===== src/rtl/samcf_pkg.sv =====
`timescale 1ns / 1ps

package samcf_pkg;

   typedef struct packed {
      logic       action;
      logic [7:0] rx_byte;
      logic [1:0] command;
      logic [7:0] argument;
   } req_type;

   typedef struct packed {
      logic       out_kind;
      logic [7:0] tx_byte;
      logic       last;
   } rsp_type;

   typedef struct packed {
      logic       reject;
      logic [7:0] op;
      logic [7:0] param;
   } job_type;

   localparam logic [7:0] FR_START  = 8'h7E;
   localparam logic [7:0] FR_VER    = 8'hFF;
   localparam logic [7:0] FR_LEN    = 8'h06;
   localparam logic [7:0] FR_NOFB   = 8'h00;
   localparam logic [7:0] FR_END    = 8'hEF;
   localparam logic [7:0] OP_PLAY   = 8'h03;
   localparam logic [7:0] OP_VOLUME = 8'h06;
   localparam logic [7:0] OP_LOOP   = 8'h08;
   localparam logic [7:0] OP_STOP   = 8'h16;
   localparam logic [7:0] OP_DONE   = 8'h3D;
   localparam logic [7:0] VOL_MAX   = 8'd30;

   localparam logic [1:0] CMD_PLAY   = 2'd0;
   localparam logic [1:0] CMD_LOOP   = 2'd1;
   localparam logic [1:0] CMD_VOLUME = 2'd2;
   localparam logic [1:0] CMD_STOP   = 2'd3;

   localparam logic [0:0] KIND_BYTE   = 1'b0;
   localparam logic [0:0] KIND_REJECT = 1'b1;

   localparam logic [3:0] POS_HUNT  = 4'd0;
   localparam logic [3:0] POS_CMD   = 4'd3;
   localparam logic [3:0] POS_SUM_E = 4'd6;
   localparam logic [3:0] POS_CK_HI = 4'd7;
   localparam logic [3:0] POS_CK_LO = 4'd8;
   localparam logic [3:0] POS_LAST  = 4'd9;

   // header sum of version and length bytes
   localparam logic [15:0] HDR_SUM = 16'h0105;

endpackage


===== src/rtl/samcf_front.sv =====
`timescale 1ns / 1ps

module samcf_front (
   input  logic              clock,
   input  logic              reset,
   input  logic              req_valid,
   output logic              req_stall,
   input  samcf_pkg::req_type req_data,
   input  logic [7:0]        idle_track,
   input  logic              queue_full,
   output logic              push_valid,
   output samcf_pkg::job_type push_job
);

   logic [3:0]  pos_ff, pos_in;
   logic [10:0] sum_ff, sum_in;
   logic [7:0]  cmd_ff, cmd_in;
   logic [7:0]  ck_hi_ff, ck_hi_in;
   logic [7:0]  ck_lo_ff, ck_lo_in;
   logic        accept;
   logic        frame_ok;

   assign req_stall = queue_full;
   assign accept    = req_valid && !queue_full;
   assign frame_ok  = (req_data.rx_byte == samcf_pkg::FR_END)
                      && ((16'(sum_ff) + {ck_hi_ff, ck_lo_ff}) == 16'd0)
                      && (cmd_ff == samcf_pkg::OP_DONE);

   always_comb begin
      pos_in     = pos_ff;
      sum_in     = sum_ff;
      cmd_in     = cmd_ff;
      ck_hi_in   = ck_hi_ff;
      ck_lo_in   = ck_lo_ff;
      push_valid = 1'b0;
      push_job   = '0;
      if (accept) begin
         if (req_data.action) begin
            push_valid = 1'b1;
            case (req_data.command)
               samcf_pkg::CMD_PLAY: begin
                  push_job.reject = (req_data.argument == 8'd0);
                  push_job.op     = samcf_pkg::OP_PLAY;
                  push_job.param  = req_data.argument;
               end
               samcf_pkg::CMD_LOOP: begin
                  push_job.reject = (req_data.argument == 8'd0);
                  push_job.op     = samcf_pkg::OP_LOOP;
                  push_job.param  = req_data.argument;
               end
               samcf_pkg::CMD_VOLUME: begin
                  push_job.op    = samcf_pkg::OP_VOLUME;
                  push_job.param = (req_data.argument > samcf_pkg::VOL_MAX)
                                   ? samcf_pkg::VOL_MAX : req_data.argument;
               end
               default: begin
                  push_job.op    = samcf_pkg::OP_STOP;
                  push_job.param = 8'd0;
               end
            endcase
         end else if (pos_ff == samcf_pkg::POS_HUNT) begin
            if (req_data.rx_byte == samcf_pkg::FR_START) begin
               pos_in = 4'd1;
               sum_in = '0;
            end
         end else if (pos_ff == samcf_pkg::POS_LAST) begin
            pos_in = samcf_pkg::POS_HUNT;
            if (frame_ok) begin
               push_valid      = 1'b1;
               push_job.reject = (idle_track == 8'd0);
               push_job.op     = samcf_pkg::OP_LOOP;
               push_job.param  = idle_track;
            end
         end else begin
            pos_in = pos_ff + 4'd1;
            if (pos_ff <= samcf_pkg::POS_SUM_E) begin
               sum_in = sum_ff + 11'(req_data.rx_byte);
            end
            if (pos_ff == samcf_pkg::POS_CMD) begin
               cmd_in = req_data.rx_byte;
            end
            if (pos_ff == samcf_pkg::POS_CK_HI) begin
               ck_hi_in = req_data.rx_byte;
            end
            if (pos_ff == samcf_pkg::POS_CK_LO) begin
               ck_lo_in = req_data.rx_byte;
            end
         end
      end
   end

   always_ff @(posedge clock) begin
      if (reset) begin
         pos_ff <= samcf_pkg::POS_HUNT;
      end else begin
         pos_ff <= pos_in;
      end
      sum_ff   <= sum_in;
      cmd_ff   <= cmd_in;
      ck_hi_ff <= ck_hi_in;
      ck_lo_ff <= ck_lo_in;
   end

endmodule


===== src/rtl/samcf_queue.sv =====
`timescale 1ns / 1ps

module samcf_queue #(
   parameter int DEPTH = 4
) (
   input  logic               clock,
   input  logic               reset,
   input  logic               push_valid,
   input  samcf_pkg::job_type push_job,
   output logic               full,
   output logic               pop_valid,
   input  logic               pop_ready,
   output samcf_pkg::job_type pop_job
);

   localparam int PTR_W = (DEPTH > 1) ? $clog2(DEPTH) : 1;
   localparam int CNT_W = $clog2(DEPTH + 1);
   localparam logic [PTR_W-1:0] PTR_TOP = PTR_W'(DEPTH - 1);
   localparam logic [CNT_W-1:0] CNT_TOP = CNT_W'(DEPTH);

   samcf_pkg::job_type slot_ff [DEPTH];
   logic [PTR_W-1:0] wr_ff, wr_in;
   logic [PTR_W-1:0] rd_ff, rd_in;
   logic [CNT_W-1:0] cnt_ff, cnt_in;
   logic             do_push;
   logic             do_pop;

   assign full      = (cnt_ff == CNT_TOP);
   assign pop_valid = (cnt_ff != '0);
   assign pop_job   = slot_ff[rd_ff];
   assign do_push   = push_valid && !full;
   assign do_pop    = pop_valid && pop_ready;

   always_comb begin
      wr_in  = wr_ff;
      rd_in  = rd_ff;
      cnt_in = cnt_ff;
      if (do_push) begin
         wr_in = (wr_ff == PTR_TOP) ? '0 : wr_ff + PTR_W'(1);
      end
      if (do_pop) begin
         rd_in = (rd_ff == PTR_TOP) ? '0 : rd_ff + PTR_W'(1);
      end
      if (do_push && !do_pop) begin
         cnt_in = cnt_ff + CNT_W'(1);
      end else if (do_pop && !do_push) begin
         cnt_in = cnt_ff - CNT_W'(1);
      end
   end

   always_ff @(posedge clock) begin
      if (reset) begin
         wr_ff  <= '0;
         rd_ff  <= '0;
         cnt_ff <= '0;
      end else begin
         wr_ff  <= wr_in;
         rd_ff  <= rd_in;
         cnt_ff <= cnt_in;
      end
      if (do_push) begin
         slot_ff[wr_ff] <= push_job;
      end
   end

endmodule


===== src/rtl/samcf_back.sv =====
`timescale 1ns / 1ps

module samcf_back (
   input  logic               clock,
   input  logic               reset,
   input  logic               pop_valid,
   output logic               pop_ready,
   input  samcf_pkg::job_type pop_job,
   output logic               rsp_valid,
   input  logic               rsp_stall,
   output samcf_pkg::rsp_type rsp_data
);

   samcf_pkg::job_type job_ff, job_in;
   samcf_pkg::rsp_type rsp_ff, rsp_in;
   logic        valid_ff, valid_in;
   logic        active_ff, active_in;
   logic [3:0]  idx_ff, idx_in;
   logic        advance;
   logic [15:0] ck;
   logic [7:0]  beat_byte;

   assign advance   = !valid_ff || !rsp_stall;
   assign pop_ready = advance && !active_ff;
   assign rsp_valid = valid_ff;
   assign rsp_data  = rsp_ff;
   assign ck        = 16'd0 - (samcf_pkg::HDR_SUM + 16'(job_ff.op) + 16'(job_ff.param));

   always_comb begin
      case (idx_ff)
         4'd1:    beat_byte = samcf_pkg::FR_VER;
         4'd2:    beat_byte = samcf_pkg::FR_LEN;
         4'd3:    beat_byte = job_ff.op;
         4'd4:    beat_byte = samcf_pkg::FR_NOFB;
         4'd5:    beat_byte = 8'd0;
         4'd6:    beat_byte = job_ff.param;
         4'd7:    beat_byte = ck[15:8];
         4'd8:    beat_byte = ck[7:0];
         4'd9:    beat_byte = samcf_pkg::FR_END;
         default: beat_byte = samcf_pkg::FR_START;
      endcase
   end

   always_comb begin
      job_in    = job_ff;
      rsp_in    = rsp_ff;
      valid_in  = valid_ff;
      active_in = active_ff;
      idx_in    = idx_ff;
      if (advance) begin
         if (active_ff) begin
            valid_in        = 1'b1;
            rsp_in.out_kind = samcf_pkg::KIND_BYTE;
            rsp_in.tx_byte  = beat_byte;
            rsp_in.last     = (idx_ff == samcf_pkg::POS_LAST);
            active_in       = (idx_ff != samcf_pkg::POS_LAST);
            idx_in          = idx_ff + 4'd1;
         end else if (pop_valid) begin
            valid_in = 1'b1;
            job_in   = pop_job;
            if (pop_job.reject) begin
               rsp_in.out_kind = samcf_pkg::KIND_REJECT;
               rsp_in.tx_byte  = 8'd0;
               rsp_in.last     = 1'b1;
            end else begin
               rsp_in.out_kind = samcf_pkg::KIND_BYTE;
               rsp_in.tx_byte  = samcf_pkg::FR_START;
               rsp_in.last     = 1'b0;
               active_in       = 1'b1;
               idx_in          = 4'd1;
            end
         end else begin
            valid_in = 1'b0;
         end
      end
   end

   always_ff @(posedge clock) begin
      if (reset) begin
         valid_ff  <= 1'b0;
         active_ff <= 1'b0;
         idx_ff    <= '0;
      end else begin
         valid_ff  <= valid_in;
         active_ff <= active_in;
         idx_ff    <= idx_in;
      end
      job_ff <= job_in;
      rsp_ff <= rsp_in;
   end

endmodule


===== src/rtl/serial_audio_module_command_framer_core.sv =====
`timescale 1ns / 1ps

// channel  dir  handshake          payload
// req      in   req_valid/stall    samcf_pkg::req_type
// rsp      out  rsp_valid/stall    samcf_pkg::rsp_type
// csr      in   csr_valid/ready    idle_track, 8 bit
//
// One request beat a cycle while the job queue has room, received bytes and actions alike.
// A frame leaves as ten response beats, a rejection as one; the output stage sets the pace.
// Requests stall only when QUEUE_DEPTH jobs wait behind the one being sent.
// Synchronous reset hunts for a start byte, empties the queue, sets idle_track to 1.

module serial_audio_module_command_framer_core #(
   parameter int QUEUE_DEPTH = 4
) (
   input  logic               clock,
   input  logic               reset,
   input  logic               req_valid,
   output logic               req_stall,
   input  samcf_pkg::req_type req_data,
   output logic               rsp_valid,
   input  logic               rsp_stall,
   output samcf_pkg::rsp_type rsp_data,
   input  logic               csr_valid,
   output logic               csr_ready,
   input  logic [7:0]         csr_data
);

   logic [7:0]         idle_track_ff;
   logic               queue_full;
   logic               push_valid;
   samcf_pkg::job_type push_job;
   logic               pop_valid;
   logic               pop_ready;
   samcf_pkg::job_type pop_job;

   assign csr_ready = 1'b1;

   always_ff @(posedge clock) begin
      if (reset) begin
         idle_track_ff <= 8'd1;
      end else if (csr_valid && csr_ready) begin
         idle_track_ff <= csr_data;
      end
   end

   samcf_front u_front (
      .clock      (clock),
      .reset      (reset),
      .req_valid  (req_valid),
      .req_stall  (req_stall),
      .req_data   (req_data),
      .idle_track (idle_track_ff),
      .queue_full (queue_full),
      .push_valid (push_valid),
      .push_job   (push_job)
   );

   samcf_queue #(
      .DEPTH (QUEUE_DEPTH)
   ) u_queue (
      .clock      (clock),
      .reset      (reset),
      .push_valid (push_valid),
      .push_job   (push_job),
      .full       (queue_full),
      .pop_valid  (pop_valid),
      .pop_ready  (pop_ready),
      .pop_job    (pop_job)
   );

   samcf_back u_back (
      .clock     (clock),
      .reset     (reset),
      .pop_valid (pop_valid),
      .pop_ready (pop_ready),
      .pop_job   (pop_job),
      .rsp_valid (rsp_valid),
      .rsp_stall (rsp_stall),
      .rsp_data  (rsp_data)
   );

endmodule

===== config.mk =====
export PLATFORM = sky130hd
export DESIGN_NAME = serial_audio_module_command_framer_core
export DESIGN_NICKNAME = d
export VERILOG_FILES = /design/src/rtl/samcf_pkg.sv /design/src/rtl/samcf_front.sv /design/src/rtl/samcf_queue.sv /design/src/rtl/samcf_back.sv /design/src/rtl/serial_audio_module_command_framer_core.sv
export SDC_FILE = /design/constraint.sdc
export NUM_CORES = 1
export LEC_CHECK = 0
export BUFFER_PORTS_ARGS = -buffer_cell sky130_fd_sc_hd__clkbuf_2
export CELL_PAD_IN_SITES_DETAIL_PLACEMENT = 1
export CELL_PAD_IN_SITES_GLOBAL_PLACEMENT = 1
export CORE_ASPECT_RATIO = 0.5
export CORE_MARGIN = 2
export CORE_UTILIZATION = 45
export CTS_CLUSTER_SIZE = 25
export DETAILED_ROUTE_END_ITERATION = 12
export PLACE_DENSITY_LB_ADDON = 0.1
export SYNTH_ARGS = -nofsm -noshare
export SYNTH_HDL_FRONTEND = slang
export SYNTH_SLANG_ARGS = --single-unit

===== constraint.sdc =====
create_clock -name clock -period 3.4 [get_ports clock]
set_input_delay 0.51 -clock clock [delete_from_list [all_inputs] [get_ports clock]]
set_output_delay 0.51 -clock clock [all_outputs]
set_load 0.02 [all_outputs]

==> metrics <==
status=finished, violations left; failing checks=negative setup slack; Commonest cells post-synth=edfxtp_1, nor2_1, ha_1; Nets=804; crit-path max cell delay=0.46 ns; post-synthesis sequential area ratio=between 50% and 60%; Post-route DRC=0; main combinational cell family by area after synthesis=simple AND/OR/NAND/NOR gates; Max-cap violations=0; ant diodes=0; final hold slack=approximately 0.30 ns; vias per cell=~5.6; Crit path arrival time=~4.1 ns; Slew HR=31.6%; synthesized net count=around 700; Clock Pin Slew Worst Setup and Hold Paths=around 0.06 ns; share of layout cells above drive strength 1=between 20% and 30%; largest net degree at the start of global routing=28; final setup fails=14; via count=5437; ys async rst share=0%; required time of the critical path=roughly 3.7 ns; Clock Path Buffers=2; XOR/XNOR Fraction of Synth Area=under 10%; hold crit path type=input port to flop; Die Ht=between 90 and 100 um; clock skew=roughly 0.0076 ns; Clk Latency, worst-skew pair=between 0.4 and 0.5 ns; Combinational Power Share=between 30% and 40%; post-synthesis adder-cell area fraction=around 8.5%; Max Fclk=~0.27 GHz; Crit Path Max Fanout=2; global-route wire length before repair=around 30000 um; total net switching power=between 2 and 2.5 mW; I/O pin count=45; Worst-Margin Slew=slightly above 1 ns; RSZ-0062 raised after global routing=true; Port Buf Inserts=43; RD Place Congestion=0.876; vias in the first global route=about 5700; largest cells by area after synthesis=edfxtp_1, ha_1, dfxtp_1, mux4_2, a21oi_1; yosys warns=0; hold violation total from the final report=0; Crit-path slowest cell=fa_2; DR pass1 iterations=5; Internal=between 4 and 5 mW; GRT Total Usage=between 20% and 30%; CTS sink cnt=141; Final Max Slew Viols=0; initial DRC count=about 240; die footprint=between 15000 and 20000 sq um; mean post-synth cell area=12.0 sq um; minimum clock period=around 3.7 ns; compound-cell area share of the yosys netlist=a little under an eighth; Power per Cell Area=around 660 nW/um^2; Synth Area in Simple Gates=about 15%; Synth area leader=edfxtp_1; Final ANT Viol Nets=0; Clk pwr share=between 20% and 30%; Placed Area=8360 sq um; HPWL Detailed=between 10000 and 15000 um; count leader, synth=edfxtp_1; Primary FF master, synth=edfxtp_1; mux share of post-synthesis cell area=under 10%; Core Box Area=16300 sq um; Worst Slack Setup Final=-0.344 ns; switching share of total power=between 30% and 40%; final WL=around 19000 um; starting density of the core=45.7%; Final Cell Area=around 9300 sq um; critical path class=flop to flop; grt ovf=0; worst path cell trace=ha_2 -> fa_2 -> nor4b_4 -> nand4_1 -> nor4_2 -> and4_1 -> and4bb_1 -> nand4b_1 -> o21ai_2 -> ha_2 -> inv_2 -> fa_2 -> xor2_1 -> or3_1 -> a21oi_2; Synth cell types=71; wire per inst=19.8 um; Syn Inst Count=roughly 620; setup_tns=-0.479 ns; CTS Root Cell=clkbuf_16; Synth top area share=between 40% and 50%; Yosys reg bits=141; TritonCTS clock tree=yes; worst reg2reg path depth=15; startpoint types=flop; Period Utilization, post-route=110%; post-synthesis instance area=7430 sq um; Area growth, synth to finish=25.6%; sequential power share=about two fifths; H-tree depth=4; num rows=33; leakage power=~3.6 nW; Hold Crit Depth=2; Post-synth EDFFs=about 110; maximum VDD drop=slightly below 0.4 mV; Chip Width=around 190 um; clock buffer count from CTS=17; antenna violations before repair=0; nature of the critical path endpoint=flop
## registers in the layout (all words and copies together), names as in the netlist, named ones only
register	count
u_front.cmd_ff	8
u_front.sum_ff	11
u_queue.slot_ff	56
u_queue.wr_ff	2
u_queue.rd_ff	2
u_front.ck_lo_ff	8
u_back.idx_ff	4
u_back.active_ff	1
u_front.pos_ff	4
u_front.ck_hi_ff	8
u_queue.cnt_ff	3
u_back.rsp_valid	1
u_back.rsp_data	10
idle_track_ff	8
u_back.job_ff	13
## routing by layer
| layer | track usage, % | part of all wire (%) | vias to the layer above |
|---|---|---|---|
| met5 | 0 | 0 | - |
| met2 | 41.9 | 53 | 93 |
| met4 | 7.74 | 1.7 | 0 |
| met1 | 26.9 | 43 | 2758 |
| met3 | 4.74 | 2.7 | 22 |
| li1 | - | - | 2564 |
## layout by cell type (no fill, tap or decap), types with 22 or more instances in the layout
cell / n
dfxtp_1: 27
nand2_1: 30
a21oi_1: 38
clkbuf_2: 43
buf_4: 58
edfxtp_1: 114
ha_1: 42
nor2_1: 45
o21ai_0: 22
inv_1: 31
## cell type report
| cell class | instances | area (sq um) |
|---|---|---|
| Clock inverter | 14 | 155 |
| Inverter | 32 | 120 |
| Multi-Input combinational cell | 423 | 3560 |
| Fill cell | 1683 | 6940 |
| Timing Repair Buffer | 109 | 817 |
| Clock buffer | 18 | 429 |
| Sequential cell | 141 | 3960 |
| Tap cell | 227 | 284 |
## final timing paths
path / start / endpoint / slack [ns]
max: u_front.sum_ff[0] / u_queue.cnt_ff[2] / -0.34
min reg2reg: u_queue.rd_ff[1] / flop / 0.50
max reg2reg: u_front.sum_ff[0] / u_queue.cnt_ff[2] / -0.34
min: csr_data[0] / idle_track_ff[0] / 0.30
## what timing repair did
action,in CTS,in global routing
endpoints found under the setup margin,30,99
gates resized for setup,7,48
hold buffers,0,0
buffers inserted,2,4
pin swaps,1,12
cloned,0,3
## cell families after synthesis
kind of cell	count (synthesis)
AOI/OAI and AO/OA	126
xor gates and xnor gates	21
adders and majority gates	48
buffers and inverters	54
DFF	141
muxes	28
other	1
and+or+nand+nor	199
## critical path: cells and delay by family (launching register included)
family,cells,cell delay [ns]
XOR/XNOR,1,0.18
AND/OR/NAND/NOR,7,1.50
buffers and inverters,1,0.04
adder cells (fa/ha/maj),4,1.21
AO/OA/AOI/OAI,2,0.35
flip-flops,1,0.39
## per-stage QoR
step / worst slack [ns] / total power [mW] / util [%] / cells
global placement: -0.232 / 4.21 / 51.4 / 925
floorplan: -0.138 / 3.76 / - / 618
detailed placement: -0.464 / 4.31 / 51.4 / 925
global route: -0.592 / 6.56 / 57.4 / 964
CTS: -0.335 / 6.21 / 55.2 / 959
finish: -0.344 / 6.18 / 57.4 / 964
## power by group through the flow
stage               Sequential [mW]  Clock, mW  Combinational, mW
finish                         2.36       1.85               1.98
CTS                            2.36       1.90               1.96
floorplan                      2.43          0               1.33
global route                   2.39       1.96               2.20
detailed placement             2.39          0               1.91
global placement               2.38          0               1.83
Note: power is estimated with default switching activity, not from simulation.
